==> src/hw/rtl/sbt_pkg.sv <==
`default_nettype none
package sbt_pkg;

  localparam int NUM_BINS     = 1024;
  localparam int NUM_TRIGGERS = 4;
  localparam int MAG_WIDTH    = 16;
  localparam int BIN_BITS     = 10;
  localparam int TRIG_IDX_W   = 2;
  localparam int CNT_W        = 3;
  localparam int CFG_IDX_W    = 3;
  localparam int CFG_DATA_W   = 36;
  localparam int SUM_W        = MAG_WIDTH + 1;

  // Register indexes on the configuration port
  localparam logic [CFG_IDX_W-1:0] REG_TRIG_COUNT = 3'd0;
  localparam logic [CFG_IDX_W-1:0] REG_TRIG_FIRST = 3'd1;
  localparam logic [CFG_IDX_W-1:0] REG_TRIG_LAST  = 3'd4;

  // One trigger register: threshold in 35:20, high bin in 19:10, low bin in 9:0
  typedef struct packed {
    logic [MAG_WIDTH-1:0] thr;
    logic [BIN_BITS-1:0]  hi;
    logic [BIN_BITS-1:0]  lo;
  } trig_t;

  // One firing on its way to the output
  typedef struct packed {
    logic [TRIG_IDX_W-1:0] trig;
    logic [BIN_BITS-1:0]   bin;
    logic [MAG_WIDTH-1:0]  mag;
  } fire_t;

  typedef enum logic [1:0] {
    ST_IDLE = 2'b01,
    ST_SCAN = 2'b10
  } state_t;

endpackage
`default_nettype wire

==> src/hw/rtl/sbt_cfg.sv <==
`default_nettype none
module sbt_cfg
  import sbt_pkg::*;
(
  input  wire logic                         clk,
  input  wire logic                         rst,
  input  wire logic                         cfg_we,
  input  wire logic [CFG_IDX_W-1:0]         cfg_index,
  input  wire logic [CFG_DATA_W-1:0]        cfg_data,
  output trig_t     [NUM_TRIGGERS-1:0]      triggers,
  output logic      [CNT_W-1:0]             enabled
);

  logic [CNT_W-1:0] trigger_count;
  logic [TRIG_IDX_W-1:0] slot;

  assign slot = TRIG_IDX_W'(cfg_index - REG_TRIG_FIRST);

  // Take register writes; indexes past the last trigger are dropped
  always_ff @(posedge clk) begin
    if (rst) begin
      trigger_count <= '0;
      triggers      <= '0;
    end else if (cfg_we) begin
      if (cfg_index == REG_TRIG_COUNT) begin
        trigger_count <= cfg_data[CNT_W-1:0];
      end else if (cfg_index >= REG_TRIG_FIRST && cfg_index <= REG_TRIG_LAST) begin
        triggers[slot] <= trig_t'(cfg_data);
      end
    end
  end

  // Clamp the enabled count to the number of triggers built
  assign enabled = (trigger_count > CNT_W'(NUM_TRIGGERS)) ? CNT_W'(NUM_TRIGGERS)
                                                          : trigger_count;

endmodule
`default_nettype wire

==> src/hw/rtl/sbt_check.sv <==
`default_nettype none
module sbt_check
  import sbt_pkg::*;
(
  input  trig_t                    trig,
  input  wire logic [BIN_BITS-1:0] bin,
  input  wire logic [SUM_W-1:0]    sum,
  output logic                     hit
);

  logic covers;
  logic loud;

  // Band test: either edge by equality, or strictly inside
  assign covers = (bin == trig.lo) || (bin == trig.hi) ||
                  ((trig.lo < bin) && (bin < trig.hi));

  // Compare the unrounded average: left + right >= 2 * threshold
  assign loud = sum >= {trig.thr, 1'b0};

  assign hit = covers && loud;

endmodule
`default_nettype wire

==> src/hw/rtl/spectrum_band_trigger.sv <==
// Sequence: accept a bin, then check each enabled trigger in turn, then close the scan;
// enabled is trigger_count clamped to four, and every trigger goes through the one
// shared checker. A new bin is accepted only after the previous scan closes, and a full
// output register stalls the scan.
// Reset (rst, synchronous, active high) clears bin counter, fired flags, configuration
// and all valid state; the block is ready in the cycle after reset.
`default_nettype none
module spectrum_band_trigger
  import sbt_pkg::*;
(
  input  wire logic                   clk,
  input  wire logic                   rst,
  input  wire logic                   cfg_we,
  input  wire logic [CFG_IDX_W-1:0]   cfg_index,
  input  wire logic [CFG_DATA_W-1:0]  cfg_data,
  input  wire logic                   in_valid,
  output logic                        in_ready,
  input  wire logic [MAG_WIDTH-1:0]   left_mag,
  input  wire logic [MAG_WIDTH-1:0]   right_mag,
  input  wire logic                   frame_start,
  output logic                        out_valid,
  input  wire logic                   out_ready,
  output logic [TRIG_IDX_W-1:0]       trigger_index,
  output logic [BIN_BITS-1:0]         bin_index,
  output logic [MAG_WIDTH-1:0]        magnitude,
  output logic                        last
);

  trig_t [NUM_TRIGGERS-1:0] triggers;
  logic  [CNT_W-1:0]        enabled;

  state_t                   state;
  logic [CNT_W-1:0]         k;
  logic [BIN_BITS-1:0]      bin_counter;
  logic [BIN_BITS-1:0]      bin;
  logic [SUM_W-1:0]         sum;
  logic [NUM_TRIGGERS-1:0]  fired_flags;
  logic                     pend_valid;
  fire_t                    pend;
  fire_t                    out_word;

  logic                     hit;
  logic                     found;
  logic                     out_free;
  logic                     out_load;
  logic                     scan_done;
  logic [TRIG_IDX_W-1:0]    slot;
  logic [BIN_BITS-1:0]      bin_next;

  sbt_cfg u_cfg (
    .clk       (clk),
    .rst       (rst),
    .cfg_we    (cfg_we),
    .cfg_index (cfg_index),
    .cfg_data  (cfg_data),
    .triggers  (triggers),
    .enabled   (enabled)
  );

  assign slot = k[TRIG_IDX_W-1:0];

  sbt_check u_check (
    .trig (triggers[slot]),
    .bin  (bin),
    .sum  (sum),
    .hit  (hit)
  );

  assign in_ready  = (state == ST_IDLE);
  assign out_free  = !out_valid || out_ready;
  assign scan_done = (k == enabled);
  assign found     = !scan_done && hit && !fired_flags[slot];
  assign bin_next  = frame_start ? '0 : bin_counter;
  assign out_load  = (state == ST_SCAN) && pend_valid && out_free && (scan_done || found);

  assign trigger_index = out_word.trig;
  assign bin_index     = out_word.bin;
  assign magnitude     = out_word.mag;

  // Sequencer: one trigger through the checker per cycle, unless a full output register stalls the scan
  always_ff @(posedge clk) begin
    if (rst) begin
      state       <= ST_IDLE;
      k           <= '0;
      bin_counter <= '0;
      fired_flags <= '0;
      pend_valid  <= 1'b0;
      out_valid   <= 1'b0;
    end else begin
      // Fill the output register, or release it once the word is taken
      if (out_load) begin
        out_valid <= 1'b1;
      end else if (out_ready) begin
        out_valid <= 1'b0;
      end
      unique case (state)
        ST_IDLE: begin
          if (in_valid) begin
            bin         <= bin_next;
            bin_counter <= bin_next + BIN_BITS'(1);
            sum         <= SUM_W'(left_mag) + SUM_W'(right_mag);
            k           <= '0;
            state       <= ST_SCAN;
            if (frame_start) begin
              fired_flags <= '0;
            end
          end
        end
        ST_SCAN: begin
          if (scan_done) begin
            // Close: hand over the held firing marked as the last of this bin
            if (!pend_valid) begin
              state <= ST_IDLE;
            end else if (out_free) begin
              out_word   <= pend;
              last       <= 1'b1;
              pend_valid <= 1'b0;
              state      <= ST_IDLE;
            end
          end else if (found) begin
            // Hold the new firing; push the older one out, stalling if needed
            if (!pend_valid || out_free) begin
              if (pend_valid) begin
                out_word  <= pend;
                last      <= 1'b0;
              end
              pend.trig         <= slot;
              pend.bin          <= bin;
              pend.mag          <= sum[SUM_W-1:1];
              pend_valid        <= 1'b1;
              fired_flags[slot] <= 1'b1;
              k                 <= k + CNT_W'(1);
            end
          end else begin
            k <= k + CNT_W'(1);
          end
        end
        default: state <= ST_IDLE;
      endcase
    end
  end

endmodule
`default_nettype wire
==> config.mk <==
export PLATFORM = sky130hd
export DESIGN_NAME = spectrum_band_trigger
export DESIGN_NICKNAME = d
export VERILOG_FILES = /design/src/hw/rtl/sbt_pkg.sv /design/src/hw/rtl/sbt_cfg.sv /design/src/hw/rtl/sbt_check.sv /design/src/hw/rtl/spectrum_band_trigger.sv
export SDC_FILE = /design/constraint.sdc
export NUM_CORES = 1
export LEC_CHECK = 0
export ABC_AREA = 1
export BUFFER_PORTS_ARGS = -buffer_cell sky130_fd_sc_hd__buf_4
export CAP_MARGIN = 0
export CORE_ASPECT_RATIO = 1.1
export CORE_MARGIN = 2
export CORE_UTILIZATION = 59
export CTS_CLUSTER_DIAMETER = 60
export DETAILED_ROUTE_END_ITERATION = 12
export GPL_TIMING_DRIVEN = 0
export PLACE_DENSITY = 0.8
export SLEW_MARGIN = 15
export SYNTH_ARGS = -nofsm -noshare
export SYNTH_HDL_FRONTEND = slang
export SYNTH_SLANG_ARGS = --single-unit
==> constraint.sdc <==
create_clock -name clk -period 6.4 [get_ports clk]
set_clock_uncertainty 0.2 [all_clocks]
set_input_delay 1.28 -clock clk [delete_from_list [all_inputs] [get_ports clk]]
set_output_delay 1.28 -clock clk [all_outputs]
set_load 0.02 [all_outputs]
Yosys cells after proc, flatten, opt, wreduce, memory -nomap -nowiden:

Index checks and enable logic that the tools add are counted.

* magnitude comparators: 10
* bitwise operators: 4
* reduce and logical (&&, ||, !) cells: 34
* multiplexer cells: 46
* add/sub/neg operators: 4
* equal/unequal tests: 16

Operators by type and width (number)
* 28-bit two-way mux: 6
* 144-bit bitwise mux: 1
* 36-bit binary-select mux with 2-bit select: 1
* 36-bit demux with 2-bit select: 1
* 36-bit two-way mux: 2
* 10-bit equality test: 2
* 10-bit less-than comparator: 2
* 4-bit two-way mux: 5
* 16-bit by 16-bit adder with 17-bit output: 1
* 17-bit greater-or-equal comparator: 1
* 1-bit two-way mux: 15
* 3-bit two-way mux: 5
* 2-bit inequality test, second input constant: 6
* 3-bit AND reduction: 4
* 10-bit by 1-bit adder with 10-bit output, second input constant: 1
* 1-bit logical AND: 10
* 10-bit two-way mux: 1
* 2-bit two-way mux: 4
* 4-bit one-hot mux with 2 select lines: 1
* 2-bit nonzero test: 4
* 7-bit AND reduction: 1
* 2-bit by 3-bit less-than comparator with 1-bit output, second input constant: 2
* 3-bit inequality test, second input constant: 2
* 3-bit one-hot mux with 2 select lines: 1
* other kinds (23): 35

* register bits after elaboration: 252
* input port bits: 77

Longest topological paths before layout:

Gate-level depths: netlist (run 1).

* word-level depth: 11
* depth in mapped cells: 22
* mapped depth without buffers: 19

Modules after synthesis:

From an unflattened synthesis (run 1), not the netlist that was laid out.

* cell total of the unflattened synthesis: 1655
* area total of the unflattened synthesis: 12508.2 um^2

By module, submodules not included
* sbt_cfg: area an instance 5900.7 um^2, instances 1, cells each 855
* spectrum_band_trigger: area an instance 5521.5 um^2, instances 1, cells each 608
* sbt_check: area an instance 1086.0 um^2, instances 1, cells each 192

Worst setup path before layout (run 1):

Ideal clock, no wire load.

* path kind: reg2reg
* from: register k[1]
* to: register pend[0] (netlist name), enable pin
* setup time: 0.448 ns
* setup slack: 1.687 ns
* stages on the path, launching flop included: 17
* data arrival time: 4.064 ns
* path buffers: 3
* path through: dfxtp_1 > buf_4 > inv_2 > buf_2 > buf_1 > a21oi_1 > o21ai_0 > nand2_1 > ha_1 > nand2_1 > nor3_1 > nand2_1 > nor2_1 > nor2_1 > nand2_2 > nand3_4 > nor3_1

* longest elaborated chain between the ends: 9
* elaborated cells between the ends (all ways): 20
* classes of those cells: order compare: 3; eq/ne: 3; mux: 4; bitwise: 1; reduce/logical: 9

RTL lines
* from (decl): line spectrum_band_trigger.sv:33 `logic [CNT_W-1:0] k;`
* from (signal assigned): line spectrum_band_trigger.sv:132 `k <= k + CNT_W'(1);`
* from (signal assigned): line spectrum_band_trigger.sv:135 `k <= k + CNT_W'(1);`
* 36-bit binary-select mux with 2-bit select: line spectrum_band_trigger.sv:63 `.trig (triggers[slot]),`
* 36-bit two-way mux (not written as such): line spectrum_band_trigger.sv:63
* 10-bit less-than comparator or 10-bit equality test (tied branches): line sbt_check.sv:16, sbt_check.sv:15
* 1-bit logical AND or 1-bit logical OR (tied branches): line sbt_check.sv:16, sbt_check.sv:15
* 1-bit logical OR: line sbt_check.sv:15 `assign covers = (bin == trig.lo) || (bin == trig.hi) ||`
* 1-bit logical AND: line sbt_check.sv:21 `assign hit = covers && loud;`
* 1-bit logical AND (2 in series): line spectrum_band_trigger.sv:72 `assign found = !scan_done && hit && !fired_flags[slot];`
* 5-bit AND reduction (no line) *
* to (decl): line spectrum_band_trigger.sv:39 `fire_t pend;`

Mark *: on every way between the ends. The rest lies on a longest branch, timed or not. The select of a mux whose other input is x is not followed.
A chain may end at the register's enable or synchronous reset.

Worst setup path after layout (run 1):

* from: register k[1]
* to: register out_word, in the netlist magnitude[13], enable pin

* longest elaborated chain between the ends: 10
* elaborated cells between the ends (all ways): 24
* classes of those cells: order compare: 3; eq/ne: 6; mux: 4; reduce/logical: 11

RTL lines
* 36-bit binary-select mux with 2-bit select: line spectrum_band_trigger.sv:63
* 36-bit two-way mux (not written as such): line spectrum_band_trigger.sv:63
* 10-bit less-than comparator or 10-bit equality test (tied branches): line sbt_check.sv:16, sbt_check.sv:15
* 1-bit logical AND or 1-bit logical OR (tied branches): line sbt_check.sv:16, sbt_check.sv:15
* 1-bit logical OR: line sbt_check.sv:15
* 1-bit logical AND: line sbt_check.sv:21
* 1-bit logical AND (2 in series): line spectrum_band_trigger.sv:72
* 3-bit inequality test (no line) or 2-bit nonzero test (tied branches)
* 7-bit AND reduction (no line) *
* to (signal assigned): line spectrum_band_trigger.sv:115 `out_word <= pend;`
* to (signal assigned): line spectrum_band_trigger.sv:124 `out_word <= pend;`
* to (decl): line spectrum_band_trigger.sv:40 `fire_t out_word;`

Marked as above.

==> flow_metrics.py, run 1 <==
metrics = {
    "status": {
        "status": "finished, final reports clean",
    },
    "cts": {
        "cts_resized": 0,
        "clkSlewWorstSetupHoldPaths_ps": 60,
        "cts_tree": "built",
        "htree_levels": 1,
        "cts_setup_buffers": 0,
        "cts_made_buffers": 26,
        "holdBufCountCts": 0,
        "cts_root_buffer": "clkbuf_16",
        "cts.sink_count": 252,
        "clk_latency_ps": 530,
        "clk_path_buf_depth": 3,
    },
    "worst_setup_path": {
        "crit_buf_inv": 5,
        "r2r_cells": 21,
        "cp.depth": 21,
        "cp_max_fo": 29,
        "cp.required_ps": 6350,
        "path_delay_family": "simple AND/OR/NAND/NOR gates",
        "worst_path_most_repeated_cell": "nand2_1",
        "slowest_delay_ps": 710,
        "end_kind": "flip-flop",
        "worstPathCellList": "buf_4 -> inv_2 -> buf_2 -> buf_1 -> a21oi_1 -> o21ai_0 -> nand2_1 -> ha_1 -> nand2_1 -> inv_1 -> nand2_1 -> nand2_1 -> nand2_1 -> nand2_1 -> nor2_1 -> nand2_2 -> nand3_4 -> nand2_2 -> nand2_1 -> o211ai_1 -> nor2_4",
        "cp-start-kind": "flip-flop",
        "slowest_stage": "nor2_4",
        "path_class": "reg -> reg",
        "arrival_ps": 4470,
    },
    "synth": {
        "synth-seq-area-share_pct": 50.86,
        "avgSynthCellArea_um2": 8.472,
        "yosysUniqueCellTypes": 46,
        "yosysTopAreaCell": "dfxtp_1",
        "synthCells": 1366,
        "synth-edff-count": 84,
        "yosysWarnings": 0,
        "synth_nets": 1501,
        "synth_area_um2": 11570,
        "synth_seq_cells": 252,
        "synthTopCellsByCount": "o21ai_0 (241), a21oi_1 (206), inv_1 (176), dfxtp_1 (168), nor2_1 (130)",
        "async_flop_share_pct": 0,
        "ys_top_cells_by_area": "dfxtp_1 (29%), edfxtp_1 (22%), o21ai_0 (10%), a21oi_1 (8.9%), ha_1 (6.2%)",
        "ys.flop_type": "dfxtp_1",
        "synth_most_common_cell": "o21ai_0",
        "yosysTopAreaCellShare_pct": 29.06,
    },
    "global_routing": {
        "grt_pass1_wl_mm": 48.53,
        "grt_usage_pct": 30.40,
        "antenna_found_initial": 0,
        "grt_max_degree": 30,
        "grt_pass1_vias": 9597,
        "grt-ovfl-total": 0,
    },
    "placed_design": {
        "gp_congestion": 0.9381,
        "place_hpwl_mm": 22.10,
        "postPlaceCellArea_um2": 12700,
        "portBuffers": 105,
        "dpl_worst_slack_ps": 1967,
    },
    "hold_path": {
        "hp-class": "reg -> reg",
        "hold_path_depth": 0,
    },
    "pwr": {
        "switching_share_pct": 24.08,
        "netSwitchingPower_uw": 838.5,
        "vdd_drop_max_mv": 0.2482,
        "p_comb_share_pct": 9.5,
        "power_frac_seq_pct": 49.6,
        "p_leak_uw": 0.005234,
        "clockPowerShare_pct": 40.9,
        "power.density_nw_per_um2": 257.7,
        "totalPowerFinal_uw": 3482,
        "p_int_uw": 2643,
    },
    "layout": {
        "finalNetCount": 1636,
        "drive_above_1_share_pct": 13.22,
        "fill_cells": 1517,
        "final_area_um2": 13510,
        "diodes": 0,
        "areaGrowthSynthToFinish_pct": 16.75,
    },
    "routing": {
        "ant_nets": 0,
        "dr_total_vias": 10090,
        "drtIter0Drc": 918,
        "first_pass_iters": 6,
        "dr_wl_met2_mm": 14.83,
        "drc": 0,
        "wl_met3_mm": 2.573,
        "wl_mm": 31.00,
        "topRoutingLayerUsed": "met4",
        "wire_per_inst_um": 17.55,
        "wl_met1_mm": 12.21,
        "drt-vias-per-instance": 5.711,
    },
    "die": {
        "start_util_pct": 60.38,
        "die_w_um": 137.5,
        "die_y_um": 150.9,
        "dieArea_um2": 20750,
        "io_pins": 108,
        "std_cell_rows": 53,
        "core_um2": 19160,
    },
    "sta": {
        "setup_viol": 0,
        "whs_ps": 216.1,
        "worst_slack_ps": 1879,
        "period_minus_slack_ps": 4521,
        "fin_crit_sh_pct": 70.64,
        "slew_headroom_pct": 43.13,
        "max_freq_mhz": 221.2,
        "tightest_slew_ps": 851.0,
        "final_hold_viol_count": 0,
        "rsz0062_at_grt": "no",
        "tns_ps": 0,
        "slew_viol_final": 0,
    },
    "job": {
        "max_cap_viol_count": 0,
    },
}
[cell usage in the layout (no fill, tap or decap), types with 4 or more instances in the layout]
master and count:
xor2_1 10, clkbuf_16 27, buf_2 9, xnor2_1 5, buf_4 108, clkinv_1 5
edfxtp_1 84, clkbuf_1 64, nand4_1 11, a21oi_2 7, o21ai_1 7, ha_1 57
nand3_1 18, inv_2 4, a21oi_1 206, clkinv_2 5, nor2_1 128, nand2_1 113
dfxtp_1 168, o21ai_0 241, a21o_1 4, clkbuf_8 4, inv_1 176, nand2_2 9
o21ai_2 4, or2_2 4
[worst reg2reg max path, stage by stage (launching register included)]
cell      delay [ps]
dfxtp_1          390
buf_4            240
inv_2             90
buf_2            270
buf_1            520
a21oi_1           70
o21ai_0          100
nand2_1          110
ha_1             340
nand2_1          130
inv_1             60
nand2_1           60
nand2_1           50
nand2_1           50
nand2_1           60
nor2_1           130
nand2_2          130
nand3_4          150
nand2_2           70
nand2_1           60
o211ai_1         140
nor2_4           710
[layout make-up]
class	count	area [um^2]	area share, %
buffer	73	304.0	2.250
clock buffer	37	753.2	5.575
clock inverter	10	52.55	0.3890
inverter	182	684.4	5.066
multi-input combinational	859	4718	34.92
sequential	252	5886	43.56
tap	247	309.0	2.287
timing repair buffer	107	803.3	5.946
[flip-flops by register name, indices dropped and copies added, names as in the netlist]
signal / flops
magnitude: 16
bin_counter: 10
bin: 10
out_valid: 1
sum: 17
k: 3
state: 2
u_cfg.triggers: 144
pend: 28
pend_valid: 1
u_cfg.trigger_count: 3
last: 1
fired_flags: 4
trigger_index: 2
bin_index: 10
[cell families (layout without fill, tap and decap cells)]
logic type / count (synthesis) / in the layout / share of synthesized area (%)
flip-flops: 252 / 252 / 50.86
buffers and inverters: 255 / 409 / 8.541
adder cells (fa/ha/maj): 58 / 58 / 6.336
AND/OR/NAND/NOR: 302 / 302 / 11.32
AO/OA/AOI/OAI: 483 / 483 / 21.67
XOR/XNOR: 16 / 16 / 1.276
[final timing paths]
path	start	end	slack, ps
setup / recovery	k[1]	magnitude[13]	1880
hold / removal	pend[8]	magnitude[8]	220
setup reg to reg	k[1]	magnitude[13]	1880
hold reg to reg	pend[8]	magnitude[8]	220
[stage by stage]
stage          utilization [%]  instances
3_3_place_gp             66.11       1718
6_report                 70.50       1767
5_1_grt                  70.50       1767
3_5_place_dp             66.29       1720
4_1_cts                  70.50       1767
2_1_floorplan                -       1366
[metal layers]
layer,vias to the layer above,global-route usage (%)
met5,-,0
met3,92,4.786
li1,4864,-
met4,0,14.74
met1,4648,38.82
met2,487,50.37
[power groups by stage]
stage	clock network [uW]	registers, uW	logic [uW]
after floorplan	0	1750	207
after global routing	1510	1730	371
after detailed placement	0	1760	324
after CTS	1430	1720	328
after global placement	0	1760	311
final	1420	1730	332
Power figures use the tool's default switching activity.
==> run 2, diff against run 1 <==
--- a/config.mk
+++ b/config.mk
@@ -5,16 +5,16 @@
 export SDC_FILE = /design/constraint.sdc
 export NUM_CORES = 1
 export LEC_CHECK = 0
-export ABC_AREA = 1
+export ABC_AREA = 0
 export BUFFER_PORTS_ARGS = -buffer_cell sky130_fd_sc_hd__buf_4
 export CAP_MARGIN = 0
 export CORE_ASPECT_RATIO = 1.1
 export CORE_MARGIN = 2
-export CORE_UTILIZATION = 59
+export CORE_UTILIZATION = 53
 export CTS_CLUSTER_DIAMETER = 60
 export DETAILED_ROUTE_END_ITERATION = 12
 export GPL_TIMING_DRIVEN = 0
-export PLACE_DENSITY = 0.8
+export PLACE_DENSITY = 0.76
 export SLEW_MARGIN = 15
 export SYNTH_ARGS = -nofsm -noshare
 export SYNTH_HDL_FRONTEND = slang
==> constraint.sdc (replaced) <==
create_clock -name clk -period 4.05 [get_ports clk]
set_clock_uncertainty 0.2 [all_clocks]
set_input_delay 0.81 -clock clk [delete_from_list [all_inputs] [get_ports clk]]
set_output_delay 0.81 -clock clk [all_outputs]
set_load 0.02 [all_outputs]
==> flow_metrics.py, run 2 <==
metrics = {
    "synth": {
        "yosysTopAreaCell": "dfxtp_1",
        "ys_top_cells_by_area": "dfxtp_1 (30%), edfxtp_1 (23%), nand2_1 (11%), a21oi_1 (7.6%), mux4_2 (7.5%)",
        "async_flop_share_pct": 0,
        "synth_area_um2": 11130,
        "avgSynthCellArea_um2": 9.836,
        "synth_nets": 1267,
        "synth_most_common_cell": "nand2_1",
        "yosysUniqueCellTypes": 55,
        "yosysTopAreaCellShare_pct": 30.21,
        "ys.flop_type": "dfxtp_1",
        "synthCells": 1132,
        "synth_seq_cells": 252,
        "yosysWarnings": 0,
        "synth-edff-count": 84,
        "synthTopCellsByCount": "nand2_1 (316), a21oi_1 (169), dfxtp_1 (168), edfxtp_1 (84)",
        "synth-seq-area-share_pct": 52.86,
    },
    "sta": {
        "worst_slack_ps": 210.3,
        "whs_ps": 216.5,
        "period_minus_slack_ps": 3840,
        "final_hold_viol_count": 0,
        "slew_viol_final": 0,
        "tightest_slew_ps": 1056,
        "slew_headroom_pct": 29.59,
        "max_freq_mhz": 260.4,
        "fin_crit_sh_pct": 94.81,
        "rsz0062_at_grt": "no",
        "tns_ps": 0,
        "setup_viol": 0,
    },
    "cts": {
        "cts_root_buffer": "clkbuf_16",
        "holdBufCountCts": 0,
        "htree_levels": 1,
        "clkSlewWorstSetupHoldPaths_ps": 60,
        "cts_made_buffers": 25,
        "clk_path_buf_depth": 3,
        "clk_latency_ps": 530,
        "cts_tree": "built",
        "cts.sink_count": 252,
    },
    "die": {
        "core_um2": 20580,
        "start_util_pct": 54.11,
        "dieArea_um2": 22180,
        "die_y_um": 156.0,
        "io_pins": 108,
        "std_cell_rows": 55,
        "die_w_um": 142.2,
    },
    "routing": {
        "wl_mm": 27.17,
        "wire_per_inst_um": 17.47,
        "ant_nets": 0,
        "drtIter0Drc": 678,
        "dr_total_vias": 8780,
        "first_pass_iters": 5,
        "drt-vias-per-instance": 5.646,
        "drc": 0,
    },
    "global_routing": {
        "grt_pass1_vias": 8296,
        "grt_pass1_wl_mm": 43.08,
        "grt_max_degree": 28,
        "grt-ovfl-total": 0,
        "antenna_found_initial": 1,
        "grt_usage_pct": 24.68,
    },
    "worst_setup_path": {
        "path_delay_family": "buffers and inverters",
        "crit_buf_inv": 6,
        "worstPathCellList": "buf_6 -> buf_12 -> buf_8 -> mux4_2 -> inv_1 -> ha_1 -> a21oi_1 -> nand2_1 -> a22o_1 -> o31a_1 -> nor3_4 -> o211ai_1 -> buf_4 -> nor3_4 -> buf_6",
        "end_kind": "flip-flop",
        "cp_max_fo": 10,
        "path_class": "reg -> reg",
        "arrival_ps": 3880,
        "slowest_stage": "mux4_2",
        "cp.required_ps": 4090,
        "slowest_delay_ps": 520,
        "cp-start-kind": "flip-flop",
    },
    "status": {
        "status": "finished, final reports clean",
    },
    "layout": {
        "mostFrequentLayoutCells": "nand2_1 (316), a21oi_1 (169), dfxtp_1 (166)",
        "final_area_um2": 13340,
        "final_common_cell": "nand2_1",
        "top_register": "u_cfg.triggers",
        "areaGrowthSynthToFinish_pct": 19.83,
        "final_util_pct": 64.85,
        "finalNetCount": 1414,
        "largestRegisters": "u_cfg.triggers x144, pend x28, sum x17",
        "drive_above_1_share_pct": 17.18,
        "fill_cells": 1629,
        "largest_reg_flops": 144,
    },
    "placed_design": {
        "dpl_worst_slack_ps": -799.3,
        "portBuffers": 104,
        "postPlaceCellArea_um2": 12320,
        "place_hpwl_mm": 18.92,
        "gp_congestion": 0.8943,
    },
    "pwr": {
        "power.density_nw_per_um2": 409.4,
        "vdd_drop_max_mv": 0.2806,
        "p_leak_uw": 0.004811,
    },
    "job": {
        "max_cap_viol_count": 0,
    },
    "hold_path": {
        "hp-class": "reg -> reg",
    },
}
[run 2: per-layer routing]
| metal | track usage (%) | routed length (um) |
|---|---|---|
| met5 | 0 | 0 |
| met4 | 6.571 | 530 |
| met3 | 3.438 | 2100 |
| met2 | 42.56 | 13310 |
| met1 | 32.79 | 11230 |
[run 2: path summary, 6_finish.rpt]
path | start | endpoint | slack [ps] | cells past startpoint
setup / recovery | k[0] | magnitude[10] | 210 | 15
hold / removal | pend[3] | magnitude[3] | 220 | 0
setup reg to reg | k[0] | magnitude[10] | 210 | 15
hold reg to reg | pend[3] | magnitude[3] | 220 | 0
[run 2: cell families (layout without fill, tap and decap cells)]
logic type,Yosys count,in the layout,synth area share (%)
simple gates,424,426,15.97
flops,252,252,52.86
compound gates,227,227,11.51
buf+inv,113,277,3.911
fa+ha+maj,58,58,6.585
mux,40,40,7.754
xor+xnor,18,18,1.416
other cells,0,1,0
[run 2: what timing repair did]
item	CTS	global route
pin swaps	5	1
cloned	2	0
resized for setup	5	7
setup endpoints to repair	57	57
hold endpoints to repair	0	0
setup buffers	7	7
[run 2: final cells by class]
type / instances / area, um^2 / area share, %
Tap cell: 256 / 320.3 / 2.401
Buffer: 63 / 304.0 / 2.279
Antenna cell: 1 / 2.502 / 0.01875
Inverter: 50 / 187.7 / 1.407
Clock buffer: 33 / 715.7 / 5.364
Timing Repair Buffer: 118 / 918.4 / 6.883
Clock inverter: 13 / 123.9 / 0.9284
Multi-Input combinational cell: 769 / 4882 / 36.59
Sequential cell: 252 / 5888 / 44.13
[run 2: metrics by stage]
| step | power, uW | cells |
|---|---|---|
| 6_report | 5463 | 1555 |
| 5_1_grt | 5642 | 1554 |
| 4_1_cts | 5465 | 1547 |
| 3_5_place_dp | 3160 | 1492 |
| 3_3_place_gp | 3148 | 1492 |
| 2_1_floorplan | 2986 | 1132 |
[run 2: report_power, final]
group	internal [uW]	leakage, uW	switching (uW)
clock	1370	0.000420	972
sequential	2660	0.00213	29.2
combinational	177	0.00226	251
